==> src/sv/ipfc_pkg.sv <==
package ipfc_pkg;

    localparam int BUCKETS_DEF = 256;
    localparam int WAYS_DEF    = 4;
    localparam int BUCKET_W    = 16;

    localparam logic [15:0] TYPE_VLAN = 16'h8100;
    localparam logic [15:0] TYPE_IPV4 = 16'h0800;

    localparam logic [1:0] ST_NOT_IP = 2'd0;
    localparam logic [1:0] ST_NEW    = 2'd1;
    localparam logic [1:0] ST_HIT    = 2'd2;
    localparam logic [1:0] ST_FULL   = 2'd3;

    typedef struct packed {
        logic                is_ip;
        logic [31:0]         lo;
        logic [31:0]         hi;
        logic [15:0]         len;
        logic [BUCKET_W-1:0] bucket;
    } item_t;

endpackage

==> src/sv/ipfc_fifo.sv <==
module ipfc_fifo (
    input  logic            clk,
    input  logic            rst_n,
    input  logic            push_valid,
    output logic            push_ready,
    input  ipfc_pkg::item_t push_item,
    output logic            pop_valid,
    input  logic            pop_ready,
    output ipfc_pkg::item_t pop_item
);

    ipfc_pkg::item_t q_reg [2];
    logic            wr_ptr_reg;
    logic            rd_ptr_reg;
    logic [1:0]      cnt_reg;
    logic            do_push;
    logic            do_pop;

    assign push_ready = (cnt_reg != 2'd2);
    assign pop_valid  = (cnt_reg != 2'd0);
    assign pop_item   = q_reg[rd_ptr_reg];
    assign do_push    = push_valid && push_ready;
    assign do_pop     = pop_valid && pop_ready;

    always_ff @(posedge clk)
    begin
        if (do_push)
            q_reg[wr_ptr_reg] <= push_item;
    end

    always_ff @(posedge clk or negedge rst_n)
    begin
        if (!rst_n)
        begin
            wr_ptr_reg <= 1'b0;
            rd_ptr_reg <= 1'b0;
            cnt_reg    <= 2'd0;
        end
        else
        begin
            if (do_push)
                wr_ptr_reg <= !wr_ptr_reg;
            if (do_pop)
                rd_ptr_reg <= !rd_ptr_reg;
            if (do_push && !do_pop)
                cnt_reg <= cnt_reg + 2'd1;
            else if (do_pop && !do_push)
                cnt_reg <= cnt_reg - 2'd1;
        end
    end

endmodule

==> config.mk <==
export PLATFORM = sky130hd
export DESIGN_NAME = ipfc_fifo
export DESIGN_NICKNAME = d
export VERILOG_FILES = /design/src/sv/ipfc_pkg.sv /design/src/sv/ipfc_fifo.sv
export SDC_FILE = /design/constraint.sdc
export NUM_CORES = 1
export LEC_CHECK = 0
export BUFFER_PORTS_ARGS = -buffer_cell sky130_fd_sc_hd__buf_2
export CORE_UTILIZATION = 40
export DETAILED_ROUTE_END_ITERATION = 16
export GPL_TIMING_DRIVEN = 0
export PLACE_DENSITY = 0.71
export SKIP_LAST_GASP = 1
export SLEW_MARGIN = 25
export SYNTH_ARGS = -nofsm -noshare
export SYNTH_HDL_FRONTEND = slang
export SYNTH_SLANG_ARGS = --single-unit
==> constraint.sdc <==
create_clock -name clk -period 10.2 [get_ports clk]
set_clock_uncertainty 0.1 [all_clocks]
set_input_delay 0.51 -clock clk [delete_from_list [all_inputs] [get_ports clk]]
set_output_delay 0.51 -clock clk [all_outputs]
set_load 0.005 [all_outputs]
[After elaboration in Yosys (flattened, before gate mapping)]
Memory sizes are Yosys's and may differ from the RTL's.
Cells that the tools add are included.
Cells by class
  $add $sub $neg: 2
  eq/ne operators: 1
  multiplexer cells: 4
  reduce and logical (&&, ||, !) cells: 10
Operators by type and width (number)
  logical AND 1 bit: 4
  logical NOT 1 bit: 4
  two-way mux 2 bit: 2
  nonzero test 2 bit: 2
  adder 2 x 1 -> 2 bit, second input constant: 1
  two-way mux 1 bit: 2
  inequality test 2 bit, second input constant: 1
  subtractor 2 x 1 -> 2 bit, second input constant: 1
Word-level totals
  bits in registers: 4
  RAM bits: 194
  bits of input ports: 101
  word-level logic and storage cells: 21
  memories: 1
Memories
  q_reg: words 2, bits a word 97, rd ports 1, clocked after memory_dff 0, write ports 1, line ipfc_fifo.sv:12  | ipfc_pkg::item_t q_reg [2];

[Logic depth before layout (Yosys ltp)]
  depth after elaboration: 6
  depth in mapped cells: 7
  gate-level depth less buffers: 7

[Worst setup path after synthesis]
Ideal clock, no wire load.
  path type: register to register
  from: register cnt_reg[0]
  to: memory q_reg[0][0] in the netlist's numbering, enable pin
  arrival: 4688 ps
  data required time: 9547 ps
  path slack: 4858 ps
  stages on the path, launching flop included: 4
  buffers on the path: 0
  path through: dfrtp_1 -> nand2b_1 -> nand2_1 -> nor2_1
Between the ends
  cells in the longest elaborated chain, start to end: 4
RTL lines
  start: declaration: line ipfc_fifo.sv:15  | logic [1:0] cnt_reg;
  start signal: assignment: line ipfc_fifo.sv:46  | cnt_reg <= cnt_reg + 2'd1;
  start signal: assignment: line ipfc_fifo.sv:48  | cnt_reg <= cnt_reg - 2'd1;
  inequality test 2 bit: line ipfc_fifo.sv:19  | assign push_ready = (cnt_reg != 2'd2);
  named net push_ready: line ipfc_fifo.sv:5  | output logic push_ready,
  logical AND 1 bit: line ipfc_fifo.sv:22  | assign do_push = push_valid && push_ready;
  two-way mux 1 bit: line ipfc_fifo.sv:27  | if (do_push)
  two-way mux 1 bit (implied by the code): line ipfc_fifo.sv:28  | q_reg[wr_ptr_reg] <= push_item;
  end: declaration: line ipfc_fifo.sv:12
The timed path passes the listed nets, and every way through them passes these cells.

==> impl_metrics.toml <==
[cells_and_area]
proportion_of_layout_cells_with_a_drive_suffix_above_1_pct = 61.3
finalInstanceArea_um2 = 9300
utilization_pct = 53.0
layout_common_cells = "sky130_fd_sc_hd__buf_2 (206), sky130_fd_sc_hd__edfxtp_1 (194), sky130_fd_sc_hd__mux2_2 (77), sky130_fd_sc_hd__mux2_4 (20), sky130_fd_sc_hd__clkbuf_16 (17)"
layout_commonest_cell = "sky130_fd_sc_hd__buf_2"
antenna_cells = 0
largest_reg_flops = 194
multiInputGateArea_um2 = 1270
finish.net_count = 647
seq_area_um2 = 5930
area_growth_pct = 28.0
num-fill-cells = 1415

[place]
post_dp_cell_area_um2 = 8710
gp_congestion = 0.665
io_buffer_count = 199
place_hpwl_um = 9270

[power_and_ir_drop]
clockPowerShare_pct = 25.8
totalPowerFinal_mw = 2.59
leakagePower_nw = 3.55
pwr-share-seq_pct = 44.5
internal_power_mw = 1.90
power.switching_mw = 0.691
combPwrFrac_pct = 29.7
ir_drop_uv = 122
power.density_nw_per_um2 = 279
p_sw_share_pct = 26.7

[routing]
post_route_wl_um = 13300
wl_met2_um = 6860
total_vias_in_the_final_route = 3657
met3_wirelength_um = 946
highest_layer = "met4"
m1WireLength_um = 5350
detail_routed_net_length_per_standard_cell_um = 17.0
drt_pre_antenna_iters = 4
post-route-drc-count = 0
route.antenna.remaining_nets = 0
drt-initial-drc-count = 126
vias_per_cell = 4.67

[timing]
final.setup.tns_ps = 0
fin_crit_sh_pct = 23.0
achievable-frequency_mhz = 426
setup_violations = 0
worst_pin_slew_ps = 399
post-route-min-period_ps = 2350
maxSlewViolCount = 0
timing.max_slew.rel_slack_pct = 73.3
rsz_0062_raised_after_global_routing = "no"
timing_hold_violations_final = 0

[grt]
grt_max_degree = 46
grt_overflow = 0
via_count_of_the_first_global_routing_pass = 3978
grt_pass1_wl_um = 20100
grt_antenna_before_repair = 0
gr-usage-all-layers_pct = 14.7

[floorplanning]
floorplan.io_pins = 200
die_width_um = 137
die_area_um2 = 18700
die-height_um = 137
num_rows = 48
core_um2 = 17500
initial_utilization_pct = 41.4

[cts]
clockBufferDepth = 2
cts-root-buf = "sky130_fd_sc_hd__clkbuf_16"
clkLatencyLatePin_ps = 420
clock_sink_count = 198
tritoncts_clock_tree = "yes"
path_clk_slew_ps = 70
cts-buffers-inserted = 17
post_cts_resize_count = 0
cts.htree.levels = 4

[worst_setup_path]
critPathMaxFanout = 10
timing.critical_path.required_ps = 9590
arrival_ps = 1740
cp-start-kind = "register"
end_kind = "primary output"
criticalPathCategory = "reg -> out"

[hold_path]
hold_class = "in -> reg"

[synthesis]
synth_cell_types = 15
ys_seq_area_share_pct = 81.5
syn-instance-count = 320
ys_ff_latch = 198
yosys_warning_total = 0
synth.net_count = 422
summed_instance_area_of_the_synthesized_netlist_um2 = 7270
post_synth.cell_area_avg_um2 = 22.7

[flow_run]
max_cap_violations = 0

[outcome]
outcome = "completed"
final timing paths:
| check | from | endpoint | slack, ps | cells after the start |
|---|---|---|---|---|
| worst min register to register | cnt_reg[1]$_DFFE_PN0P_ | cnt_reg[1]$_DFFE_PN0P_ | 410 | 1 |
| min in group asynchronous | rst_n | cnt_reg[1]$_DFFE_PN0P_ | 330 | 2 |
| worst max-delay path | rd_ptr_reg$_DFFE_PN0P_ | pop_item[16] | 7850 | 4 |
| max in group asynchronous | rst_n | rd_ptr_reg$_DFFE_PN0P_ | 9540 | 2 |
| worst min-delay path | push_item[41] | q_reg[1][41]$_DFFE_PP_ | 180 | 1 |
| worst max register to register | cnt_reg[0]$_DFFE_PN0P_ | q_reg[1][6]$_DFFE_PP_ | 8170 | 4 |
cell usage after synthesis:
cell type	count	share of area (%)
sky130_fd_sc_hd__dfrtp_1	4	1.4
sky130_fd_sc_hd__mux2_4	20	4.1
sky130_fd_sc_hd__xor2_1	2	0.24
sky130_fd_sc_hd__ha_1	1	0.17
sky130_fd_sc_hd__buf_2	7	0.48
sky130_fd_sc_hd__buf_6	4	0.62
sky130_fd_sc_hd__nand2_1	2	0.10
sky130_fd_sc_hd__mux2_2	77	12
sky130_fd_sc_hd__edfxtp_1	194	80
sky130_fd_sc_hd__nor2_1	2	0.10
sky130_fd_sc_hd__nand2b_1	1	0.086
sky130_fd_sc_hd__inv_1	1	0.052
sky130_fd_sc_hd__xnor2_1	3	0.36
sky130_fd_sc_hd__and3_1	1	0.086
sky130_fd_sc_hd__or2_2	1	0.086
power groups by stage:
stage          logic [mW]  registers, mW  clock network (mW)
2_1_floorplan       0.450           1.18                   0
3_3_place_gp        0.721           1.20                   0
3_5_place_dp        0.786           1.17                   0
4_1_cts             0.791           1.16               0.683
5_1_grt             0.844           1.17               0.713
6_report            0.770           1.15               0.668
cell families (layout without fill, tap and decap cells):
group | Yosys count | count (layout) | share of synthesized area [%]
buffers and inverters | 12 | 250 | 1.15
muxes | 97 | 97 | 16.1
and+or+nand+nor | 7 | 7 | 0.465
xor gates and xnor gates | 5 | 5 | 0.603
DFF | 198 | 198 | 81.5
adders and majority gates | 1 | 1 | 0.172
critical path, cell delays in order, from the launching register on:
cell and delay, ps:
sky130_fd_sc_hd__dfrtp_1 350, sky130_fd_sc_hd__buf_6 150, sky130_fd_sc_hd__buf_2 310, sky130_fd_sc_hd__mux2_2 380, sky130_fd_sc_hd__buf_2 140
area by class of cell:
class	instances	share of cell area [%]
clock inverter	13	1.64
clock buffer	19	4.65
multi-input combinational	110	13.7
buffer	11	0.861
inverter	1	0.0403
tap	225	3.03
timing repair buffer	206	12.4
sequential	198	63.7
layer usage:
metal  GRT usage (%)  up-vias
met4            5.92        0
met2            25.2      123
met3            5.33       16
met1            16.4     1796
met5               0        -
li1                -     1722
stage by stage:
stage / cells / setup WS [ps] / hold slack [ps]
5_1_grt: 783 / 7730 / 150
3_5_place_dp: 750 / 8160 / 221
2_1_floorplan: 320 / 4860 / 114
3_3_place_gp: 744 / 2900 / 216
4_1_cts: 783 / 7770 / 149
6_report: 783 / 7850 / 176
repair_timing:
| action | 4_1_cts | 5_1_grt |
|---|---|---|
| setup endpoints to repair | 0 | 0 |
| hold buffers | 1 | 0 |
| buffers inserted | 0 | 0 |
| endpoints found under the hold margin | 4 | 0 |
Note: power is estimated with default switching activity, not from simulation.
