==> src/sv/ipfc_pkg.sv <==
package ipfc_pkg;

    localparam int BUCKETS_DEF = 256;
    localparam int WAYS_DEF    = 4;
    localparam int BUCKET_W    = 16;

    localparam logic [15:0] TYPE_VLAN = 16'h8100;
    localparam logic [15:0] TYPE_IPV4 = 16'h0800;

    localparam logic [1:0] ST_NOT_IP = 2'd0;
    localparam logic [1:0] ST_NEW    = 2'd1;
    localparam logic [1:0] ST_HIT    = 2'd2;
    localparam logic [1:0] ST_FULL   = 2'd3;

    typedef struct packed {
        logic                is_ip;
        logic [31:0]         lo;
        logic [31:0]         hi;
        logic [15:0]         len;
        logic [BUCKET_W-1:0] bucket;
    } item_t;

endpackage

==> src/sv/ipfc_if.sv <==
interface ipfc_hdr_if;
    logic        valid;
    logic        ready;
    logic [15:0] eth_type;
    logic [15:0] inner_type;
    logic [31:0] src_addr;
    logic [31:0] dst_addr;
    logic [15:0] frame_len;

    modport source (output valid, eth_type, inner_type, src_addr, dst_addr, frame_len,
                    input ready);
    modport sink   (input valid, eth_type, inner_type, src_addr, dst_addr, frame_len,
                    output ready);
endinterface


==> src/sv/ipfc_front.sv <==
module ipfc_front #(
    parameter int BUCKETS = ipfc_pkg::BUCKETS_DEF
) (
    input  logic                 clk,
    input  logic                 rst_n,
    ipfc_hdr_if.sink             hdr,
    output logic                 push_valid,
    input  logic                 push_ready,
    output ipfc_pkg::item_t      push_item
);

    localparam bit  POW2 = ((BUCKETS & (BUCKETS - 1)) == 0);
    localparam logic [31:0] MASK  = 32'(BUCKETS - 1);
    localparam logic [31:0] DIVR  = 32'(BUCKETS);
    localparam logic [31:0] RECIP = 32'(64'h1_0000_0000 / 64'(BUCKETS));

    typedef enum logic [2:0] {IDLE, MUL, RED, FIX, PUSH} state_t;

    state_t          state_reg;
    ipfc_pkg::item_t item_reg;
    logic [31:0]     xor_reg;
    logic [31:0]     quo_reg;
    logic [31:0]     rem_reg;

    logic            is_ip;
    logic [31:0]     xv;
    logic [63:0]     prod;

    always_comb
    begin
        if (hdr.eth_type == ipfc_pkg::TYPE_VLAN)
            is_ip = (hdr.inner_type == ipfc_pkg::TYPE_IPV4);
        else
            is_ip = (hdr.eth_type == ipfc_pkg::TYPE_IPV4);
        xv   = hdr.src_addr ^ hdr.dst_addr;
        prod = {32'd0, xor_reg} * {32'd0, RECIP};
    end

    assign hdr.ready  = (state_reg == IDLE);
    assign push_valid = (state_reg == PUSH);
    assign push_item  = item_reg;

    always_ff @(posedge clk or negedge rst_n)
    begin
        if (!rst_n)
        begin
            state_reg <= IDLE;
        end
        else
        begin
            case (state_reg)
                IDLE:
                begin
                    if (hdr.valid)
                    begin
                        item_reg.is_ip <= is_ip;
                        item_reg.len   <= hdr.frame_len;
                        if (hdr.src_addr <= hdr.dst_addr)
                        begin
                            item_reg.lo <= hdr.src_addr;
                            item_reg.hi <= hdr.dst_addr;
                        end
                        else
                        begin
                            item_reg.lo <= hdr.dst_addr;
                            item_reg.hi <= hdr.src_addr;
                        end
                        item_reg.bucket <= ipfc_pkg::BUCKET_W'(xv & MASK);
                        xor_reg   <= xv;
                        state_reg <= (POW2 || !is_ip) ? PUSH : MUL;
                    end
                end
                MUL:
                begin
                    // reciprocal estimate of the quotient, at most one low
                    quo_reg   <= prod[63:32];
                    state_reg <= RED;
                end
                RED:
                begin
                    rem_reg   <= xor_reg - quo_reg * DIVR;
                    state_reg <= FIX;
                end
                FIX:
                begin
                    if (rem_reg >= DIVR)
                        item_reg.bucket <= ipfc_pkg::BUCKET_W'(rem_reg - DIVR);
                    else
                        item_reg.bucket <= ipfc_pkg::BUCKET_W'(rem_reg);
                    state_reg <= PUSH;
                end
                PUSH:
                begin
                    if (push_ready)
                        state_reg <= IDLE;
                end
                default:
                begin
                    state_reg <= IDLE;
                end
            endcase
        end
    end

endmodule

==> src/flat_wrapper.sv <==
// flat-port wrapper written by rule: the top's interface ports become plain ports
module ipfc_front_flat 
#(
    parameter int BUCKETS = ipfc_pkg::BUCKETS_DEF
)
  (clk, rst_n, push_valid, push_ready, push_item, hdr_valid, hdr_eth_type, hdr_inner_type, hdr_src_addr, hdr_dst_addr, hdr_frame_len, hdr_ready);
  ipfc_hdr_if hdr_i ();
  input  logic clk;
  input  logic rst_n;
  output logic push_valid;
  input  logic push_ready;
  output ipfc_pkg::item_t push_item;
  input wire logic [$bits(hdr_i.valid)-1:0] hdr_valid;
  input wire logic [$bits(hdr_i.eth_type)-1:0] hdr_eth_type;
  input wire logic [$bits(hdr_i.inner_type)-1:0] hdr_inner_type;
  input wire logic [$bits(hdr_i.src_addr)-1:0] hdr_src_addr;
  input wire logic [$bits(hdr_i.dst_addr)-1:0] hdr_dst_addr;
  input wire logic [$bits(hdr_i.frame_len)-1:0] hdr_frame_len;
  output wire logic [$bits(hdr_i.ready)-1:0] hdr_ready;
  assign hdr_i.valid = hdr_valid;
  assign hdr_i.eth_type = hdr_eth_type;
  assign hdr_i.inner_type = hdr_inner_type;
  assign hdr_i.src_addr = hdr_src_addr;
  assign hdr_i.dst_addr = hdr_dst_addr;
  assign hdr_i.frame_len = hdr_frame_len;
  assign hdr_ready = hdr_i.ready;
  ipfc_front #(.BUCKETS(BUCKETS)) u_core (.clk(clk), .rst_n(rst_n), .hdr(hdr_i), .push_valid(push_valid), .push_ready(push_ready), .push_item(push_item));
endmodule
==> config.mk <==
export PLATFORM = sky130hd
export DESIGN_NAME = ipfc_front_flat
export DESIGN_NICKNAME = d
export VERILOG_FILES = /design/src/sv/ipfc_pkg.sv /design/src/sv/ipfc_if.sv /design/src/sv/ipfc_front.sv /design/src/flat_wrapper.sv
export SDC_FILE = /design/constraint.sdc
export NUM_CORES = 1
export LEC_CHECK = 0
export BUFFER_PORTS_ARGS = -buffer_cell sky130_fd_sc_hd__buf_2
export CAP_MARGIN = 5
export CORE_UTILIZATION = 38
export CTS_BUF_LIST = sky130_fd_sc_hd__clkbuf_8
export CTS_CLUSTER_DIAMETER = 60
export CTS_CLUSTER_SIZE = 40
export DETAILED_ROUTE_END_ITERATION = 12
export MAX_ROUTING_LAYER = met4
export PLACE_DENSITY = 0.67
export SETUP_SLACK_MARGIN = 0.5
export SYNTH_ARGS = -nofsm -noshare
export SYNTH_HDL_FRONTEND = slang
export SYNTH_SLANG_ARGS = --single-unit
==> constraint.sdc <==
create_clock -name clk -period 5.52 [get_ports clk]
set_input_delay 0.828 -clock clk [delete_from_list [all_inputs] [get_ports clk]]
set_output_delay 0.828 -clock clk [all_outputs]
set_load 0.05 [all_outputs]
Word-level counts from Yosys, hierarchy flattened
Index checks and enable logic that the tools add are counted.
{"block": "word_totals", "regBits": 188, "wordCells": 38, "in_bits": 116}
{"block": "classes", "bitwise": 1, "reduce_logical": 7, "n_mux": 8, "order_cmp": 2, "eq_ne": 9, "add_sub_neg": 2}
{"cell": "$mux W64", "n": 1}
{"cell": "$eq A16 B12 Y1 const B", "n": 2}
{"cell": "$ge A32 B9 Y1 const B", "n": 1}
{"cell": "$le A32 B32 Y1", "n": 1}
{"cell": "$mux W16", "n": 2}
{"cell": "$pmux W16 S2", "n": 1}
{"cell": "$sub A32 B32 Y32", "n": 1}
{"cell": "$xor A32 B32 Y32", "n": 1}
{"cell": "$eq A16 B16 Y1 const B", "n": 1}
{"cell": "$sub A16 B9 Y16 const B", "n": 1}
{"cell": "$pmux W3 S5", "n": 1}
{"cell": "$eq A3 B2 Y1 const B", "n": 2}
{"cell": "$mux W3", "n": 2}
{"cell": "$reduce_and A2 Y1", "n": 3}
{"cell": "$reduce_and A3 Y1", "n": 2}
{"cell": "$eq A3 B1 Y1 const B", "n": 1}
{"cell": "$eq A3 B3 Y1 const B", "n": 1}
{"cell": "$logic_not A3 Y1", "n": 1}
{"cell": "$ne A2 B1 Y1 const B", "n": 1}
{"cell": "$ne A2 B2 Y1 const B", "n": 1}
{"cell": "$reduce_bool A2 Y1", "n": 1}
{"cell": "$mux W1", "n": 1}

Logic depth before layout (Yosys ltp)
Gate-level depths: netlist of the first run.
{"block": "depth", "ltp_word": 3, "depth_mapped": 10}

Worst setup path before layout of the first run
No wires, ideal clock.
{"block": "synth_path", "kind": "input port to flip-flop", "startpoint": "in hdr_valid", "endpoint": "reg u_core.item_reg (netlist bit u_core.push_item[0]) (enable)", "slack_ps": 849, "t_required_ps": 5128, "setup_time_ps": 392, "arrival_ps": 4279, "path_buffers": 0, "path_stages": 2, "cell_sequence": "and4b_1 > o21bai_1"}
{"block": "synth_between", "elab_chain_len": 2}
{"element": "start: declaration", "line": "flat_wrapper.sv:13", "rtl": "input wire logic [$bits(hdr_i.valid)-1:0] hdr_valid;"}
{"element": "$ne A2 B2 Y1 (no line)"}
{"element": "$reduce_and A3 Y1 (no line)"}
{"element": "end: declaration", "line": "ipfc_front.sv:20", "rtl": "ipfc_pkg::item_t item_reg;"}
Every way passes these cells.
A chain may end at the register's enable or synchronous reset.

Worst setup path in the final report of the first run
{"block": "layout_path", "startpoint": "in hdr_dst_addr[29]", "endpoint": "reg u_core.item_reg (netlist bit u_core.push_item[64]) (data pin)"}
{"block": "layout_between", "elab_chain_len": 2}
{"element": "start: declaration", "line": "flat_wrapper.sv:17", "rtl": "input wire logic [$bits(hdr_i.dst_addr)-1:0] hdr_dst_addr;"}
{"element": "$le A32 B32 Y1", "line": "ipfc_front.sv:58", "rtl": "if (hdr.src_addr <= hdr.dst_addr)"}
{"element": "$mux W64", "line": "ipfc_front.sv:58"}
Every way passes these cells.

==> metrics.md, run 1 <==
| Metric | Value |
|---|---|
| Area contributors post-synth | `edfxtp_1 59%, ha_1 7.6%, mux2_2 5.7%` |
| Placement Cell Area | `roughly 11,000 um2` |
| Starting density of the core | `0.385` |
| N_diodes | `0` |
| First-pass GRT wire length | `31,100 um` |
| Post-synth top area cell | `edfxtp_1` |
| Hold slack | `around 0.14 ns` |
| Final period util | `0.633` |
| TritonCTS Buffers | `17` |
| H-tree depth | `4` |
| Non-filler cells, final | `1,271` |
| Clock Tree Buf Depth | `2` |
| Via count | `approximately 6,200` |
| CTS tree | `built` |
| GR Overflow Total | `0` |
| Bufs and invs on worst path | `3` |
| DPL Wire Length | `around 15,000 um` |
| CP Cell Sequence | `buf_2, inv_1, ha_1, nand4_1, or4_4, nor3_1, nand2_1, a22oi_4, buf_12, mux2_1` |
| Critical Path RT | `between 5 and 6 ns` |
| Post-layout min period | `3.49 ns` |
| Hold buffers post-CTS | `0` |
| Setup Skew | `0.0189 ns` |
| Critical Path Slowest Stage Cell | `a22oi_4` |
| DRT iter0 DRCs | `between 300 and 400` |
| Post-synth top area share | `0.594` |
| Postcts setup bufs | `0` |
| Vias per Instance | `between 4 and 5` |
| Max-slew headroom | `0.336` |
| Layout fillers | `about 2,200` |
| Sequential share of the synthesized area | `0.602` |
| Fin nets | `roughly 1,100` |
| Worst Setup End Kind | `flip-flop` |
| Worst VDD drop | `around 0.14 mV` |
| Crit-path max FO | `between 40 and 50` |
| Slew Viols, Final | `0` |
| Core Rows | `57` |
| DRC violation count after routing | `0` |
| CTS sink cnt | `between 150 and 200` |
| Setup_tns | `0 ns` |
| Status | `finished, final reports clean` |
| Die H | `around 160 um` |
| Vias in the first global route | `slightly above 6,000` |
| Max-cap violations | `0` |
| GRT Resource Usage Total | `0.161` |
| Final core occ | `0.462` |
| Post-Route WL | `approximately 19,000 um` |
| Seq cells post-synth | `between 150 and 200` |
| Power density over cell area | `roughly 280 nW/um2` |
| Yosys warnings | `0` |
| Peak Freq | `286 MHz` |
| Synth unique cells | `60` |
| CP Data Arrival Time | `3.72 ns` |
| Clk Latency, worst-skew pair | `around 0.48 ns` |
| RSZ-0062 raised after global routing | `no` |
| Synthesized area per cell | `13.1 um2` |
| Ys async rst share | `0.0160` |
| Post-CTS sizing | `0` |
| Die X | `about 160 um` |
| Delay-heaviest family, CP | `simple AND/OR/NAND/NOR gates` |
| Leak pwr | `4.64 nW` |
| Design area | `~11,000 um2` |
| First drt pass iteration count | `5` |
| Worst slew pin tran | `roughly 1 ns` |
| Die area | `around 25,000 um2` |
| CP Launch Type | `input port` |
| Core box area | `24,200 um2` |
| RD Place Congestion | `0.858` |
| Crit-path max cell delay | `~0.63 ns` |
| Post-Syn Area | `9350 um2` |
| Root Driver | `clkbuf_8` |
| IO Port Bufs | `214` |
| Max reg flops | `97` |
| Dpl cells | `1,239` |
| Final setup fails | `0` |
| Worst hold path type | `input port to async pin` |
| Largest net degree at the start of global routing | `64` |
| Area delta synth->final | `19.9%` |
| Top FF cell, synth | `edfxtp_1` |
| WL/cell | `15.3 um` |
| Boundary pin count | `about 220` |
| Number of synthesized flops with an enable pin | `185` |
| Syn Inst Count | `approximately 710` |
| WS Path Type | `input port to flip-flop` |
| Hold Fails Final Rpt | `0` |
| Share of cells above drive strength 1 | `0.326` |
| Post-Syn Nets | `887` |
| CTS clk-pin slew, worst paths | `roughly 0.12 ns` |
| Initial antenna violation count | `0` |
| Antenna viol nets, final | `0` |
routing by layer:
layer,global-route usage,share of wire
met1,0.205,0.46
met2,0.253,0.48
met5,-,0
met4,0.0574,0.019
met3,0.0337,0.046
synthesized netlist by cell type (7+ instances only):
cell type	n
a211oi_1	8
a21o_1	10
a21oi_1	43
clkbuf_1	10
edfxtp_1	185
ha_1	57
inv_1	102
mux2_1	18
mux2_2	47
nand2_1	15
nand3_1	11
nand4_1	12
nor2_1	42
nor3_1	15
nor4_1	9
o211ai_1	7
o21a_1	8
xnor2_1	16
final timing paths:
check	from	end	slack (ns)	depth (start not counted)
max in group asynchronous	rst_n	u_core.state_reg[0]	5.26	1
max reg2reg	u_core.state_reg[1]	u_core.push_item[11]	2.72	3
min reg2reg	u_core.xor_reg[6]	u_core.rem_reg[6]	0.43	0
min	rst_n	u_core.state_reg[1]	0.14	1
max	hdr_dst_addr[29]	u_core.push_item[64]	2.03	10
min in group clk	u_core.xor_reg[6]	u_core.rem_reg[6]	0.43	0
cell usage in the layout (no fill, tap or decap), types with 12 or more instances in the layout:
| master | instances |
|---|---|
| clkbuf_8 | 17 |
| nand4_1 | 12 |
| inv_1 | 102 |
| nand2_1 | 15 |
| xnor2_1 | 16 |
| a21oi_1 | 43 |
| ha_1 | 57 |
| edfxtp_1 | 185 |
| mux2_1 | 18 |
| nor2_1 | 42 |
| mux2_2 | 47 |
| buf_2 | 214 |
| nor3_1 | 15 |
power by group:
group	internal [W]	leakage, nW	switching (W)
sequential	0.00164	1.73	0.0000173
clock	0.000391	0.215	0.000564
combinational	0.000177	2.69	0.000326
worst register-to-register path: cells and delay by family (launching register included):
| family | cells | cell delay (ns) |
|---|---|---|
| AO/OA/AOI/OAI | 1 | 0.95 |
| buffers and inverters | 1 | 0.30 |
| AND/OR/NAND/NOR | 1 | 0.71 |
| flip-flops | 1 | 0.55 |
kinds of logic after synthesis:
group	share of synthesized area
and+or+nand+nor	0.0839
xor gates and xnor gates	0.0206
buffers and inverters	0.0526
DFF	0.602
muxes	0.0805
adders and majority gates	0.0785
AOI/OAI and AO/OA	0.0814
layout make-up:
| cell class | count | area [um2] | share of cell area |
|---|---|---|---|
| Timing Repair Buffer | 219 | 1120 | 0.100 |
| Multi-Input combinational cell | 406 | 3230 | 0.289 |
| Tap cell | 324 | 405 | 0.0362 |
| Inverter | 102 | 383 | 0.0342 |
| Clock inverter | 15 | 196 | 0.0175 |
| Sequential cell | 188 | 5630 | 0.503 |
| Clock buffer | 17 | 234 | 0.0209 |
through the flow:
| step | worst slack, ns | total power, W |
|---|---|---|
| after global routing | 1.84 | 0.00324 |
| after global placement | 1.51 | 0.00219 |
| after floorplan | 0.849 | 0.00205 |
| after detailed placement | 1.47 | 0.00220 |
| after CTS | 2.00 | 0.00315 |
| final | 2.03 | 0.00312 |
(Power assumes the default switching activity.)
==> run 2: changes to the inputs <==
- clock period: 5.52 -> 3.4 ns (I/O delays scaled with it)
==> run 2 against run 1 <==
Against the previous run:
- sequential share of layout area decreased by 0.15 points
- hold slack gained 0.067 ns
- non-clock buffer count grew 4
- global-route usage fell by 0.27 points
- sequential power grew 63%
- highest routed layer unchanged
- final cell count grew 0.31%
- setup slack lost 1.4 ns
- count of clock-buffer cells in the layout rose by 1
- critical path depth stayed put
- die area stayed put
==> metrics.md, run 2 (synthesis gave the netlist of run 1 again) <==
| Metric | Value |
|---|---|
| Max-cap violations | `0 (unchanged)` |
| N_diodes | `0 (unchanged)` |
| Vias in the first global route | `6,103 (+1.1%)` |
| RSZ-0062 raised after global routing | `no` |
| CP Cell Sequence | `buf_2, inv_1, ha_1, nand4_1, or4_4, nor3_1, nand2_1, a22oi_4, buf_12, mux2_2` |
| Multi-input gate area | `3250 um2 (+0.43%)` |
| RD Place Congestion | `0.822 (-4.2%)` |
| Initial antenna violation count | `0 (unchanged)` |
| Peak Freq | `366 MHz` |
| Bufs and invs on worst path | `3 (unchanged)` |
| CP Launch Type | `input port` |
| DRT iter0 DRCs | `443 (+15%)` |
| TritonCTS Buffers | `17 (unchanged)` |
| Crit-path max cell delay | `0.54 ns (-0.09 ns)` |
| Worst slew pin tran | `0.828 ns (-0.169 ns)` |
| Setup_tns | `0 ns (unchanged)` |
| CTS tree | `built` |
| Final core occ | `0.463 (+0.00134)` |
| First drt pass iteration count | `4 (-1)` |
| CTS sink cnt | `188 (unchanged)` |
| H-tree depth | `4 (unchanged)` |
| Final setup fails | `0 (unchanged)` |
| Critical Path RT | `3.62 ns (-2.13 ns)` |
| Reg area | `5630 um2 (unchanged)` |
| Clock Tree Buf Depth | `2 (unchanged)` |
| CP Data Arrival Time | `2.96 ns (-0.76 ns)` |
| Crit-path max FO | `46 (unchanged)` |
| Max-slew headroom | `0.447 (+0.111)` |
| Boundary pin count | `215 (unchanged)` |
| GRT Resource Usage Total | `0.158 (-0.00274)` |
| CTS clk-pin slew, worst paths | `0.11 ns (about the same)` |
| Delay-heaviest family, CP | `simple AND/OR/NAND/NOR gates` |
| Area delta synth->final | `20.2%` |
| Core box area | `24,200 um2 (unchanged)` |
| DPL Wire Length | `14,500 um (-1.5%)` |
| Slew Viols, Final | `0 (unchanged)` |
| Setup Skew | `0.0195 ns (+0.000543 ns)` |
| Root Driver | `clkbuf_8` |
| Antenna viol nets, final | `0 (unchanged)` |
| Status | `finished, final reports clean` |
| Largest net degree at the start of global routing | `114 (+78%)` |
| Worst hold path type | `input port to flip-flop` |
| Core Rows | `57 (unchanged)` |
| Fin nets | `1,112 (+0.36%)` |
| Critical Path Slowest Stage Cell | `or4_4` |
| Post-Route WL | `19,100 um (-1.8%)` |
| Flop2flop setup slack | `0.76 ns (-1.96 ns)` |
| Post-layout min period | `2.73 ns` |
| Die H | `159 um (unchanged)` |
| Commonest non-fill, non-tap cell in the layout | `buf_2` |
| Layout fillers | `2,244 (+1.3%)` |
| Power density over cell area | `445 nW/um2 (+60%)` |
| First-pass GRT wire length | `30,500 um (-1.9%)` |
| GR Overflow Total | `0 (unchanged)` |
| Hold Fails Final Rpt | `0 (unchanged)` |
| Hold slack | `0.203 ns (+0.0665 ns)` |
| DRC violation count after routing | `0 (unchanged)` |
| Postcts setup bufs | `0 (unchanged)` |
| Leak pwr | `4.65 nW (+0.23%)` |
| IO Port Bufs | `214 (unchanged)` |
| Share of cells above drive strength 1 | `0.328 (+0.00178)` |
| Clk Latency, worst-skew pair | `0.47 ns (about the same)` |
| Final WS setup | `0.665 ns (-1.36 ns)` |
| Setup WS pre-CTS | `0.203 ns (-1.27 ns)` |
| Final period util | `0.804` |
| Die area | `25,200 um2 (unchanged)` |
| Die X | `159 um (unchanged)` |
| Worst Setup End Kind | `flip-flop` |
| WL/cell | `15.0 um (-2.1%)` |
| Most frequent cells in the layout | `214 x buf_2, 185 x edfxtp_1, 103 x inv_1, 57 x ha_1, 47 x mux2_2` |
| Vias per Instance | `4.83 (-1.4%)` |
| Starting density of the core | `0.385 (unchanged)` |
| WS Path Type | `input port to flip-flop` |
| Via count | `6,152 (-1.1%)` |
| Worst VDD drop | `0.235 mV (+66%)` |
| Max reg flops | `97 (unchanged)` |
-- run 2: report_power, final --
group / internal, W / switching [W] / leakage, nW
logic: 0.000292 / 0.000525 / 2.72
clock network: 0.000630 / 0.000854 / 0.201
registers: 0.00267 / 0.0000293 / 1.73
total: 0.00359 / 0.00141 / 4.65
-- run 2: what timing repair did --
action / 4_1_cts / 5_1_grt
hold buffers: 1 / 0
setup endpoints to repair: 0 / 2
gates resized for setup: 0 / 1
hold endpoints to repair: 3 / 0
-- run 2: cell type report --
cell class,count,share of cell area
Timing Repair Buffer,223,0.104
Clock buffer,18,0.0220
Inverter,102,0.0341
Multi-Input combinational cell,406,0.289
Tap cell,324,0.0361
Sequential cell,188,0.501
Clock inverter,14,0.0139
-- run 2: metrics by stage --
step                power (W)  instance area (um2)  instances
global placement      0.00355                10800       1242
floorplan             0.00333                 9360        713
CTS                   0.00505                11200       1275
detailed placement    0.00357                10800       1242
finish                0.00500                11200       1275
global route          0.00519                11200       1275
-- run 2: per-layer routing --
| metal | global-route usage | up-vias | routed length (um) |
|---|---|---|---|
| met5 | - | - | 0 |
| met4 | 0.0538 | 0 | 346 |
| met3 | 0.0316 | 21 | 748 |
| met2 | 0.261 | 162 | 9330 |
| met1 | 0.193 | 2884 | 8640 |
| li1 | - | 3085 | - |
-- run 2: path summary, 6_finish.rpt --
| check | startpoint | end | cells after the start |
|---|---|---|---|
| min in group asynchronous | rst_n | u_core.state_reg[2] | 2 |
| worst min register to register | u_core.xor_reg[2] | u_core.rem_reg[2] | 0 |
| worst min-delay path | hdr_frame_len[15] | u_core.push_item[31] | 1 |
| worst max register to register | u_core.xor_reg[15] | u_core.rem_reg[31] | 7 |
| worst max-delay path | hdr_dst_addr[31] | u_core.push_item[33] | 10 |
| max in group asynchronous | rst_n | u_core.state_reg[0] | 2 |
-- run 2: worst register-to-register path, stage by stage, from the launching register on --
cell	delay (ns)
edfxtp_1	0.42
ha_1	0.38
o21ai_0	0.18
or4_1	0.53
a21oi_1	0.26
nor3_2	0.12
a21o_1	0.22
o221a_2	0.31
